<file path="config.mk">
export PLATFORM = sky130hd
export DESIGN_NAME = joystick_drive_frame_encoder_unit
export DESIGN_NICKNAME = d
export VERILOG_FILES = /design/src/sv/jdfe_pkg.sv /design/src/sv/jdfe_pipe.sv /design/src/sv/jdfe_ser.sv /design/src/sv/joystick_drive_frame_encoder_unit.sv
export VERILOG_INCLUDE_DIRS = /design/src /design/src/sv
export SDC_FILE = /design/constraint.sdc
export NUM_CORES = 1
export LEC_CHECK = 0
export BUFFER_PORTS_ARGS = -buffer_cell sky130_fd_sc_hd__clkbuf_2
export CAP_MARGIN = 20
export CORE_ASPECT_RATIO = 0.7
export CORE_MARGIN = 4
export CORE_UTILIZATION = 50
export DETAILED_ROUTE_END_ITERATION = 12
export GPL_ROUTABILITY_DRIVEN = 0
export GPL_TIMING_DRIVEN = 0
export PLACE_DENSITY = 0.66
export SETUP_SLACK_MARGIN = 0.1
export SYNTH_ARGS = -nofsm -noshare
export SYNTH_HDL_FRONTEND = slang
export SYNTH_SLANG_ARGS = --single-unit
</file>
<file path="constraint.sdc">
create_clock -name i_clk -period 8.21 [get_ports i_clk]
set_input_delay 1.642 -clock i_clk [delete_from_list [all_inputs] [get_ports i_clk]]
set_output_delay 1.642 -clock i_clk [all_outputs]
set_load 0.01 [all_outputs]
</file>
<file path="src/sv/assert_macros.svh">
// Assertion macros shared by the frame encoder modules.
`ifndef ASSERT_MACROS_SVH
`define ASSERT_MACROS_SVH

// The consequent must hold in the same cycle as the antecedent.
`define JDFE_ASSERT_SAME(lbl, clk, rst_n, ante, cons) \
    lbl: assert property (@(posedge clk) disable iff (!rst_n) (ante) |-> (cons)) \
        else $error("assertion failed");

// The consequent must hold in the cycle after the antecedent.
`define JDFE_ASSERT_NEXT(lbl, clk, rst_n, ante, cons) \
    lbl: assert property (@(posedge clk) disable iff (!rst_n) (ante) |=> (cons)) \
        else $error("assertion failed");

`endif

</file>
<file path="src/sv/jdfe_pkg.sv">
// Types and constants shared by the joystick drive frame encoder.
package jdfe_pkg;

    localparam int SAMPLE_W  = 10;
    localparam int DEAD_W    = 9;
    localparam int RANGE_W   = 10;
    localparam int BYTE_W    = 8;
    localparam int CFG_IDX_W = 3;
    localparam int CFG_DAT_W = 10;
    localparam int PROD_W    = 21;
    localparam int SCALED_W  = 12;
    localparam int MIX_W     = 13;
    localparam int WORD_W    = 32;
    localparam int IDX_W     = 4;

    localparam int FRAME_BYTES = 12;

    localparam logic [SAMPLE_W-1:0] AXIS_CENTRE = 10'd512;
    localparam logic [11:0]         AXIS_SPAN   = 12'd1023;
    localparam logic [11:0]         AXIS_SPAN2  = 12'd2046;

    localparam logic [CFG_IDX_W-1:0] CFG_DEAD_BAND     = 3'd0;
    localparam logic [CFG_IDX_W-1:0] CFG_TURN_RANGE    = 3'd1;
    localparam logic [CFG_IDX_W-1:0] CFG_FORWARD_RANGE = 3'd2;
    localparam logic [CFG_IDX_W-1:0] CFG_SYNC_BYTE     = 3'd3;
    localparam logic [CFG_IDX_W-1:0] CFG_CRC_POLY      = 3'd4;

    localparam logic [DEAD_W-1:0]  RST_DEAD_BAND     = 9'd45;
    localparam logic [RANGE_W-1:0] RST_TURN_RANGE    = 10'd100;
    localparam logic [RANGE_W-1:0] RST_FORWARD_RANGE = 10'd150;
    localparam logic [BYTE_W-1:0]  RST_SYNC_BYTE     = 8'hAA;
    localparam logic [BYTE_W-1:0]  RST_CRC_POLY      = 8'h07;

    localparam logic [1:0] DRV_STOP     = 2'd0;
    localparam logic [1:0] DRV_AUTO     = 2'd1;
    localparam logic [1:0] DRV_MANUAL   = 2'd2;
    localparam logic [1:0] LIGHT_AUTO   = 2'd0;
    localparam logic [1:0] LIGHT_RED    = 2'd1;
    localparam logic [1:0] LIGHT_DISCO  = 2'd2;

    localparam logic [IDX_W-1:0] BYTE_SYNC   = 4'd0;
    localparam logic [IDX_W-1:0] BYTE_DRIVE  = 4'd1;
    localparam logic [IDX_W-1:0] BYTE_LIGHT  = 4'd2;
    localparam logic [IDX_W-1:0] BYTE_LEFT0  = 4'd3;
    localparam logic [IDX_W-1:0] BYTE_LEFT3  = 4'd6;
    localparam logic [IDX_W-1:0] BYTE_RIGHT0 = 4'd7;
    localparam logic [IDX_W-1:0] BYTE_RIGHT3 = 4'd10;
    localparam logic [IDX_W-1:0] BYTE_CRC    = 4'd11;

    typedef struct packed {
        logic [DEAD_W-1:0]  dead_band;
        logic [RANGE_W-1:0] turn_range;
        logic [RANGE_W-1:0] forward_range;
        logic [BYTE_W-1:0]  sync_byte;
        logic [BYTE_W-1:0]  crc_poly;
    } t_cfg;

    typedef struct packed {
        logic [1:0] drive;
        logic [1:0] light;
    } t_modes;

    typedef struct packed {
        t_modes                   modes;
        logic signed [MIX_W-1:0]  left;
        logic signed [MIX_W-1:0]  right;
    } t_frame;

endpackage

</file>
<file path="src/sv/jdfe_pipe.sv">
// Four-stage axis pipeline: deadband, multiply, divide by 1023, mix.
`include "assert_macros.svh"

module jdfe_pipe (
    input  logic                           i_clk,
    input  logic                           i_rst_n,
    input  jdfe_pkg::t_cfg                 i_cfg,
    input  logic                           i_valid,
    output logic                           o_ready,
    input  logic [jdfe_pkg::SAMPLE_W-1:0]  i_x_sample,
    input  logic [jdfe_pkg::SAMPLE_W-1:0]  i_y_sample,
    input  jdfe_pkg::t_modes               i_modes,
    output logic                           o_valid,
    input  logic                           i_ready,
    output jdfe_pkg::t_frame               o_frame
);

    function automatic logic [jdfe_pkg::SAMPLE_W-1:0] deadband(
        input logic [jdfe_pkg::SAMPLE_W-1:0] s,
        input logic [jdfe_pkg::DEAD_W-1:0]   db
    );
        logic signed [jdfe_pkg::SAMPLE_W:0] v;
        logic        [jdfe_pkg::SAMPLE_W-1:0] mag;
        begin
            v   = $signed({1'b0, s}) - $signed({1'b0, jdfe_pkg::AXIS_CENTRE});
            mag = v[jdfe_pkg::SAMPLE_W] ? jdfe_pkg::SAMPLE_W'(-v) : v[jdfe_pkg::SAMPLE_W-1:0];
            deadband = (mag < {1'b0, db}) ? jdfe_pkg::AXIS_CENTRE : s;
        end
    endfunction

    // n = 1024*a + b = 1023*a + (a + b), and a + b stays below three times 1023.
    function automatic logic signed [jdfe_pkg::SCALED_W-1:0] div_scale(
        input logic [jdfe_pkg::PROD_W-1:0]  n,
        input logic [jdfe_pkg::RANGE_W-1:0] r
    );
        logic [10:0] a;
        logic [11:0] t;
        logic [10:0] q;
        begin
            a = n[jdfe_pkg::PROD_W-1:10];
            t = {1'b0, a} + {2'b00, n[9:0]};
            if (t >= jdfe_pkg::AXIS_SPAN2) begin
                q = a + 11'd2;
            end else if (t >= jdfe_pkg::AXIS_SPAN) begin
                q = a + 11'd1;
            end else begin
                q = a;
            end
            div_scale = $signed({1'b0, q}) - $signed({2'b00, r});
        end
    endfunction

    logic en1, en2, en3, en4;

    logic                                  r_v1, r_v2, r_v3, r_v4;
    logic [jdfe_pkg::SAMPLE_W-1:0]         r_x_u, r_y_u;
    logic [jdfe_pkg::PROD_W-1:0]           r_x_n, r_y_n;
    logic signed [jdfe_pkg::SCALED_W-1:0]  r_turn, r_fwd;
    jdfe_pkg::t_modes                      r_m1, r_m2, r_m3;
    jdfe_pkg::t_frame                      r_frame;

    assign en4 = !r_v4 || i_ready;
    assign en3 = !r_v3 || en4;
    assign en2 = !r_v2 || en3;
    assign en1 = !r_v1 || en2;
    assign o_ready = en1;
    assign o_valid = r_v4;
    assign o_frame = r_frame;

    always_ff @(posedge i_clk) begin
        if (!i_rst_n) begin
            r_v1 <= 1'b0;
            r_v2 <= 1'b0;
            r_v3 <= 1'b0;
            r_v4 <= 1'b0;
        end else begin
            if (en1) r_v1 <= i_valid;
            if (en2) r_v2 <= r_v1;
            if (en3) r_v3 <= r_v2;
            if (en4) r_v4 <= r_v3;
        end
    end

    always_ff @(posedge i_clk) begin
        if (en1) begin
            r_x_u <= deadband(i_x_sample, i_cfg.dead_band);
            r_y_u <= deadband(i_y_sample, i_cfg.dead_band);
            r_m1  <= i_modes;
        end
        if (en2) begin
            r_x_n <= jdfe_pkg::PROD_W'(r_x_u)
                   * jdfe_pkg::PROD_W'({i_cfg.turn_range, 1'b0});
            r_y_n <= jdfe_pkg::PROD_W'(r_y_u)
                   * jdfe_pkg::PROD_W'({i_cfg.forward_range, 1'b0});
            r_m2  <= r_m1;
        end
        if (en3) begin
            r_turn <= div_scale(r_x_n, i_cfg.turn_range);
            r_fwd  <= div_scale(r_y_n, i_cfg.forward_range);
            r_m3   <= r_m2;
        end
        if (en4) begin
            r_frame.modes <= r_m3;
            r_frame.left  <= $signed({r_fwd[jdfe_pkg::SCALED_W-1], r_fwd})
                           + $signed({r_turn[jdfe_pkg::SCALED_W-1], r_turn});
            r_frame.right <= $signed({r_fwd[jdfe_pkg::SCALED_W-1], r_fwd})
                           - $signed({r_turn[jdfe_pkg::SCALED_W-1], r_turn});
        end
    end

    `JDFE_ASSERT_NEXT(a_out_hold, i_clk, i_rst_n, r_v4 && !i_ready, r_v4 && $stable(r_frame))
    `JDFE_ASSERT_NEXT(a_s3_hold, i_clk, i_rst_n, r_v3 && !en4, r_v3 && $stable(r_turn))

endmodule

</file>
<file path="src/sv/jdfe_ser.sv">
// Frame serializer: sends twelve bytes per frame and builds the CRC as bytes leave.
`include "assert_macros.svh"

module jdfe_ser (
    input  logic                         i_clk,
    input  logic                         i_rst_n,
    input  jdfe_pkg::t_cfg               i_cfg,
    input  logic                         i_valid,
    output logic                         o_ready,
    input  jdfe_pkg::t_frame             i_frame,
    output logic                         o_valid,
    input  logic                         i_ready,
    output logic [jdfe_pkg::BYTE_W-1:0]  o_frame_byte,
    output logic                         o_last_byte
);

    function automatic logic [jdfe_pkg::BYTE_W-1:0] crc_byte(
        input logic [jdfe_pkg::BYTE_W-1:0] c_in,
        input logic [jdfe_pkg::BYTE_W-1:0] poly
    );
        logic [jdfe_pkg::BYTE_W-1:0] c;
        begin
            c = c_in;
            for (int b = 0; b < 8; b++) begin
                c = c[7] ? ({c[6:0], 1'b0} ^ poly) : {c[6:0], 1'b0};
            end
            crc_byte = c;
        end
    endfunction

    logic                          r_busy;
    logic [jdfe_pkg::IDX_W-1:0]    r_idx;
    logic [jdfe_pkg::BYTE_W-1:0]   r_crc;
    jdfe_pkg::t_frame              r_frame;

    logic                          load;
    logic                          take;
    logic                          last;
    logic [jdfe_pkg::IDX_W-1:0]    sh;
    logic [jdfe_pkg::WORD_W-1:0]   word;
    logic [jdfe_pkg::BYTE_W-1:0]   sel;

    assign last = (r_idx == jdfe_pkg::BYTE_CRC);
    assign take = r_busy && i_ready;
    assign load = i_valid && (!r_busy || (i_ready && last));
    assign o_ready = load;
    assign o_valid = r_busy;
    assign o_last_byte = last;
    assign o_frame_byte = sel;

    always_comb begin
        sh   = '0;
        word = '0;
        sel  = '0;
        case (r_idx) inside
            jdfe_pkg::BYTE_SYNC:  sel = i_cfg.sync_byte;
            jdfe_pkg::BYTE_DRIVE: sel = {6'b0, r_frame.modes.drive};
            jdfe_pkg::BYTE_LIGHT: sel = {6'b0, r_frame.modes.light};
            [jdfe_pkg::BYTE_LEFT0:jdfe_pkg::BYTE_LEFT3]: begin
                sh   = r_idx - jdfe_pkg::BYTE_LEFT0;
                word = {{(jdfe_pkg::WORD_W-jdfe_pkg::MIX_W){r_frame.left[jdfe_pkg::MIX_W-1]}},
                        r_frame.left};
                sel  = word[{sh[1:0], 3'b000} +: jdfe_pkg::BYTE_W];
            end
            [jdfe_pkg::BYTE_RIGHT0:jdfe_pkg::BYTE_RIGHT3]: begin
                sh   = r_idx - jdfe_pkg::BYTE_RIGHT0;
                word = {{(jdfe_pkg::WORD_W-jdfe_pkg::MIX_W){r_frame.right[jdfe_pkg::MIX_W-1]}},
                        r_frame.right};
                sel  = word[{sh[1:0], 3'b000} +: jdfe_pkg::BYTE_W];
            end
            jdfe_pkg::BYTE_CRC:   sel = r_crc;
            default:              sel = '0;
        endcase
    end

    always_ff @(posedge i_clk) begin
        if (!i_rst_n) begin
            r_busy <= 1'b0;
            r_idx  <= jdfe_pkg::BYTE_SYNC;
            r_crc  <= '0;
        end else if (load) begin
            r_busy <= 1'b1;
            r_idx  <= jdfe_pkg::BYTE_SYNC;
            r_crc  <= '0;
        end else if (take) begin
            if (last) begin
                r_busy <= 1'b0;
            end else begin
                r_idx <= r_idx + 1'b1;
                r_crc <= crc_byte(r_crc ^ sel, i_cfg.crc_poly);
            end
        end
    end

    always_ff @(posedge i_clk) begin
        if (load) begin
            r_frame <= i_frame;
        end
    end

    `JDFE_ASSERT_NEXT(a_frame_goes_on, i_clk, i_rst_n, take && !last, o_valid)
    `JDFE_ASSERT_NEXT(a_idx_steps, i_clk, i_rst_n, take && !last, r_idx == $past(r_idx) + 1'b1)
    `JDFE_ASSERT_SAME(a_load_slot, i_clk, i_rst_n, load && r_busy, take && last)

endmodule

</file>
<file path="src/sv/joystick_drive_frame_encoder_unit.sv">
// Top level of the joystick drive frame encoder with its configuration registers.
// A frame's first byte is valid once its samples pass the pipeline stages and load
// the serializer, which sends one byte per cycle while i_ready is high.
// The four-stage pipeline and the serializer together hold up to five sample sets.
// Reset is synchronous and active low; it empties the pipeline and serializer and
// restores every configuration register to its default value.
module joystick_drive_frame_encoder_unit (
    input  logic                             i_clk,
    input  logic                             i_rst_n,
    input  logic                             i_cfg_wr_en,
    input  logic [jdfe_pkg::CFG_IDX_W-1:0]   i_cfg_index,
    input  logic [jdfe_pkg::CFG_DAT_W-1:0]   i_cfg_data,
    input  logic                             i_valid,
    output logic                             o_ready,
    input  logic [jdfe_pkg::SAMPLE_W-1:0]    i_x_sample,
    input  logic [jdfe_pkg::SAMPLE_W-1:0]    i_y_sample,
    input  logic                             i_manual_button,
    input  logic                             i_auto_button,
    input  logic                             i_disco_button,
    input  logic                             i_red_button,
    output logic                             o_valid,
    input  logic                             i_ready,
    output logic [jdfe_pkg::BYTE_W-1:0]      o_frame_byte,
    output logic                             o_last_byte
);

    jdfe_pkg::t_cfg    r_cfg;
    jdfe_pkg::t_modes  modes;
    jdfe_pkg::t_frame  frame;
    logic              frame_valid;
    logic              frame_ready;

    always_ff @(posedge i_clk) begin
        if (!i_rst_n) begin
            r_cfg.dead_band     <= jdfe_pkg::RST_DEAD_BAND;
            r_cfg.turn_range    <= jdfe_pkg::RST_TURN_RANGE;
            r_cfg.forward_range <= jdfe_pkg::RST_FORWARD_RANGE;
            r_cfg.sync_byte     <= jdfe_pkg::RST_SYNC_BYTE;
            r_cfg.crc_poly      <= jdfe_pkg::RST_CRC_POLY;
        end else if (i_cfg_wr_en) begin
            case (i_cfg_index)
                jdfe_pkg::CFG_DEAD_BAND:     r_cfg.dead_band     <= i_cfg_data[8:0];
                jdfe_pkg::CFG_TURN_RANGE:    r_cfg.turn_range    <= i_cfg_data;
                jdfe_pkg::CFG_FORWARD_RANGE: r_cfg.forward_range <= i_cfg_data;
                jdfe_pkg::CFG_SYNC_BYTE:     r_cfg.sync_byte     <= i_cfg_data[7:0];
                jdfe_pkg::CFG_CRC_POLY:      r_cfg.crc_poly      <= i_cfg_data[7:0];
                default: ;
            endcase
        end
    end

    always_comb begin
        if (!i_manual_button) begin
            modes.drive = jdfe_pkg::DRV_MANUAL;
        end else if (!i_auto_button) begin
            modes.drive = jdfe_pkg::DRV_AUTO;
        end else begin
            modes.drive = jdfe_pkg::DRV_STOP;
        end
        if (!i_disco_button) begin
            modes.light = jdfe_pkg::LIGHT_DISCO;
        end else if (!i_red_button) begin
            modes.light = jdfe_pkg::LIGHT_RED;
        end else begin
            modes.light = jdfe_pkg::LIGHT_AUTO;
        end
    end

    jdfe_pipe u_pipe (
        .i_clk      (i_clk),
        .i_rst_n    (i_rst_n),
        .i_cfg      (r_cfg),
        .i_valid    (i_valid),
        .o_ready    (o_ready),
        .i_x_sample (i_x_sample),
        .i_y_sample (i_y_sample),
        .i_modes    (modes),
        .o_valid    (frame_valid),
        .i_ready    (frame_ready),
        .o_frame    (frame)
    );

    jdfe_ser u_ser (
        .i_clk        (i_clk),
        .i_rst_n      (i_rst_n),
        .i_cfg        (r_cfg),
        .i_valid      (frame_valid),
        .o_ready      (frame_ready),
        .i_frame      (frame),
        .o_valid      (o_valid),
        .i_ready      (i_ready),
        .o_frame_byte (o_frame_byte),
        .o_last_byte  (o_last_byte)
    );

endmodule
</file>
==> impl_metrics.yaml <==
sta:
  layout_min_cycle_time_ps: 6640
  slew_violations: 0
  final_hold_viol_count: 0
  max_freq_mhz: 151
  tns_ps: 0
  slew_headroom: 0.273
  finalSetupViolations: 0
  finalCritPeriodShare: 0.809
  clock_skew_ps: 24.1
  worst_pin_slew_ps: 1080
  rsz0062_at_grt: "false"
power:
  vdd_drop_max_mv: 0.130
  p_per_area_mw_per_mm2: 243
  cellLeakagePower_uw: 0.00946
  combinationalPowerShare: 0.463
  p_int_uw: 3170
  power_switching_uw: 1960
  swShare: 0.382
  power_frac_clock: 0.195
  seq_power_share: 0.342
  p_total_uw: 5130
cts:
  cts_max_level: 1
  holdBufCountCts: 0
  clock_latency_ps: 540
  clockBufferDepth: 3
  cts_made_buffers: 22
  cts.sinks: 216
  cts_root_buf: "clkbuf_16"
  cts_resized: 0
  cts_tree: "yes"
  postCtsSetupBuffers: 0
  cts.clk_slew.worst_paths_ps: 60
route:
  wirelength_mm: 43.9
  vias: 14300
  ant_nets: 0
  drtIter0Drc: 1088
  drtPass1Iterations: 5
  viasPerCell: 5.31
  drc: 0
  wl_per_cell_um: 16.4
logic_synthesis:
  syn_avg_cell_area_um2: 9.40
  synth-edff-count: 154
  synth.largest_area_cell: "edfxtp_1"
  synthArstFlopShare: 0
  syn_inst: 2063
  synth_top_area_frac: 0.239
  ys.flop_type: "edfxtp_1"
  syn_nets: 2433
  synthTopCellsByCount: "inv_1 (282), nand2_1 (280), ha_1 (198), edfxtp_1 (154), fa_1 (130)"
  seq_area_frac_synth: 0.303
  ys_ff_latch: 216
  ys_top_cells_by_area: "edfxtp_1 (24%), fa_1 (13%), ha_1 (13%)"
  synthMostInstantiatedCell: "inv_1"
  synth_cell_types: 84
  netlist_area_mm2: 0.0194
  synth_warnings: 0
worst_setup_path:
  crit_path_start_kind: "register"
  path_class: "register to register"
  end_kind: "register"
  critPathRequiredTime_ps: 8640
  arrival_ps: 7070
  path_max_fanout: 10
floorplan:
  start_util: 0.505
  pin_count: 53
  fp-row-count: 60
  core-area_mm2: 0.0384
  die-area_mm2: 0.0420
  die_y_um: 173
  die_w_um: 243
layout:
  fin_nets: 2511
  syn2layout_area_growth_pct: 8.93
  register_area_mm2: 0.00587
  layout-drive-gt1-share: 0.0691
  multi_input_area_mm2: 0.0121
  fillCellCount: 3421
run_status:
  status: "finished, final reports clean"
run:
  drv_cap: 0
placed_design:
  dpl.hpwl_mm: 35.3
  portBuffers: 50
grt:
  grt_max_degree: 29
  grtUsageTotal: 0.209
  grt_pass1_wl_mm: 71.9
  grt_pass1_vias: 14000
  antenna_found_initial: 1
  grt-ovfl-total: 0
min_path:
  hold_class: "register to register"
-- registers in the layout, summed over array words and instances, names as in the netlist, 12 cells and up --
| register | count |
|---|---|
| r_cfg | 45 |
| u_pipe.r_fwd | 12 |
| u_ser.r_frame | 29 |
| u_pipe.r_x_n | 20 |
| u_pipe.r_turn | 12 |
| u_pipe.r_y_n | 20 |
| u_pipe.o_frame | 29 |
-- worst paths after layout --
| check | startpoint | end | slack, ps | depth (start not counted) |
|---|---|---|---|---|
| worst min register to register | u_pipe.r_m1[3] | u_pipe.r_m2[3] | 420 | 0 |
| worst min-delay path | u_pipe.r_m1[3] | u_pipe.r_m2[3] | 420 | 0 |
| worst max register to register | u_ser.r_idx[0] | u_ser.r_crc[3] | 1570 | 20 |
| worst max-delay path | u_ser.r_idx[0] | u_ser.r_crc[3] | 1570 | 20 |
-- per-stage QoR --
step                setup WS (ps)  hold WS [ps]  instances  utilization  instance area (um2)
global route                 1160           420       2685        0.551                21100
floorplan                    2680           400       2063            -                19400
global placement             1880           405       2640        0.529                20300
CTS                          1730           419       2684        0.550                21100
detailed placement           1780           405       2644        0.532                20400
finish                       1570           416       2685        0.551                21100
-- critical path, stage by stage (launching register included) --
cell and delay [ps]:
dfxtp_1 530, clkbuf_1 400, inv_1 130, ha_1 330, nor3_1 750, a2111oi_0 160
a311oi_1 520, o211ai_4 250, xnor2_1 340, a221oi_2 140, a311oi_2 330, xnor3_1 410
a211oi_2 370, o21ai_2 180, a2111oi_0 430, a211oi_1 120, xnor2_1 190, xnor2_2 400
nand2_1 130, xnor2_1 180, a211oi_1 240
-- metal layers --
layer  track usage  up-vias  wire length [um]
li1              -     6995                 -
met1         0.314     6842             21200
met2         0.320      374             19100
met3        0.0361       41              3020
met4        0.0380        0               619
met5             0        -                 0
-- kinds of logic after synthesis --
family,after synthesis,synth area share
flip-flops,216,0.303
AND/OR/NAND/NOR,649,0.160
adder cells (fa/ha/maj),328,0.262
AO/OA/AOI/OAI,332,0.120
multiplexers,17,0.0101
buffers and inverters,363,0.0719
XOR/XNOR,158,0.0729
-- power by group through the flow --
stage / combinational (uW) / sequential, uW / clock [uW]
after CTS: 2390 / 1750 / 1020
after global routing: 2740 / 1780 / 1080
final: 2370 / 1750 / 1000
after floorplan: 1880 / 1690 / 0
after detailed placement: 2360 / 1770 / 0
after global placement: 2310 / 1770 / 0
-- cells in the final DEF (no fill, tap or decap), types with 4 or more instances in the layout --
| cell type | Yosys | layout |
|---|---|---|
| inv_1 | 282 | 281 |
| nand2_1 | 280 | 280 |
| ha_1 | 198 | 198 |
| edfxtp_1 | 154 | 154 |
| fa_1 | 130 | 130 |
| and2_1 | 117 | 117 |
| nor2_1 | 100 | 100 |
| xnor2_1 | 92 | 92 |
| a21oi_1 | 91 | 91 |
| clkbuf_1 | 72 | 75 |
| xor2_1 | 63 | 63 |
| dfxtp_1 | 62 | 62 |
| o21ai_0 | 56 | 56 |
| clkbuf_2 | 0 | 50 |
| o21bai_1 | 38 | 38 |
| nand3_1 | 38 | 38 |
| a21boi_0 | 30 | 30 |
| nor2b_1 | 27 | 26 |
| clkbuf_16 | 0 | 23 |
| nand2b_1 | 18 | 18 |
| a21o_1 | 15 | 15 |
| and3_1 | 13 | 13 |
| nor3_1 | 13 | 13 |
| o211ai_1 | 12 | 12 |
| a211oi_1 | 10 | 10 |
| a32oi_1 | 9 | 9 |
| nand4_1 | 8 | 8 |
| mux2_2 | 8 | 8 |
| o21a_1 | 7 | 7 |
| a31oi_1 | 7 | 7 |
| nor4_1 | 6 | 6 |
| mux2i_1 | 6 | 6 |
| a211o_1 | 5 | 5 |
| or3_1 | 5 | 5 |
| clkinvlp_4 | 0 | 5 |
| buf_2 | 4 | 4 |
| o31ai_1 | 4 | 4 |
| or2_2 | 4 | 4 |
-- area by class of cell --
type                    count  share of cell area
repair buffers             54              0.0165
well taps                 527              0.0312
multi-input cells        1484               0.574
inverters                 282              0.0501
clock buffers              27              0.0284
clock inverters            13             0.00563
flip-flops and latches    216               0.278
diodes                      1            0.000118
plain buffers              81              0.0159
No activity file was read; power rests on OpenSTA's default activity.
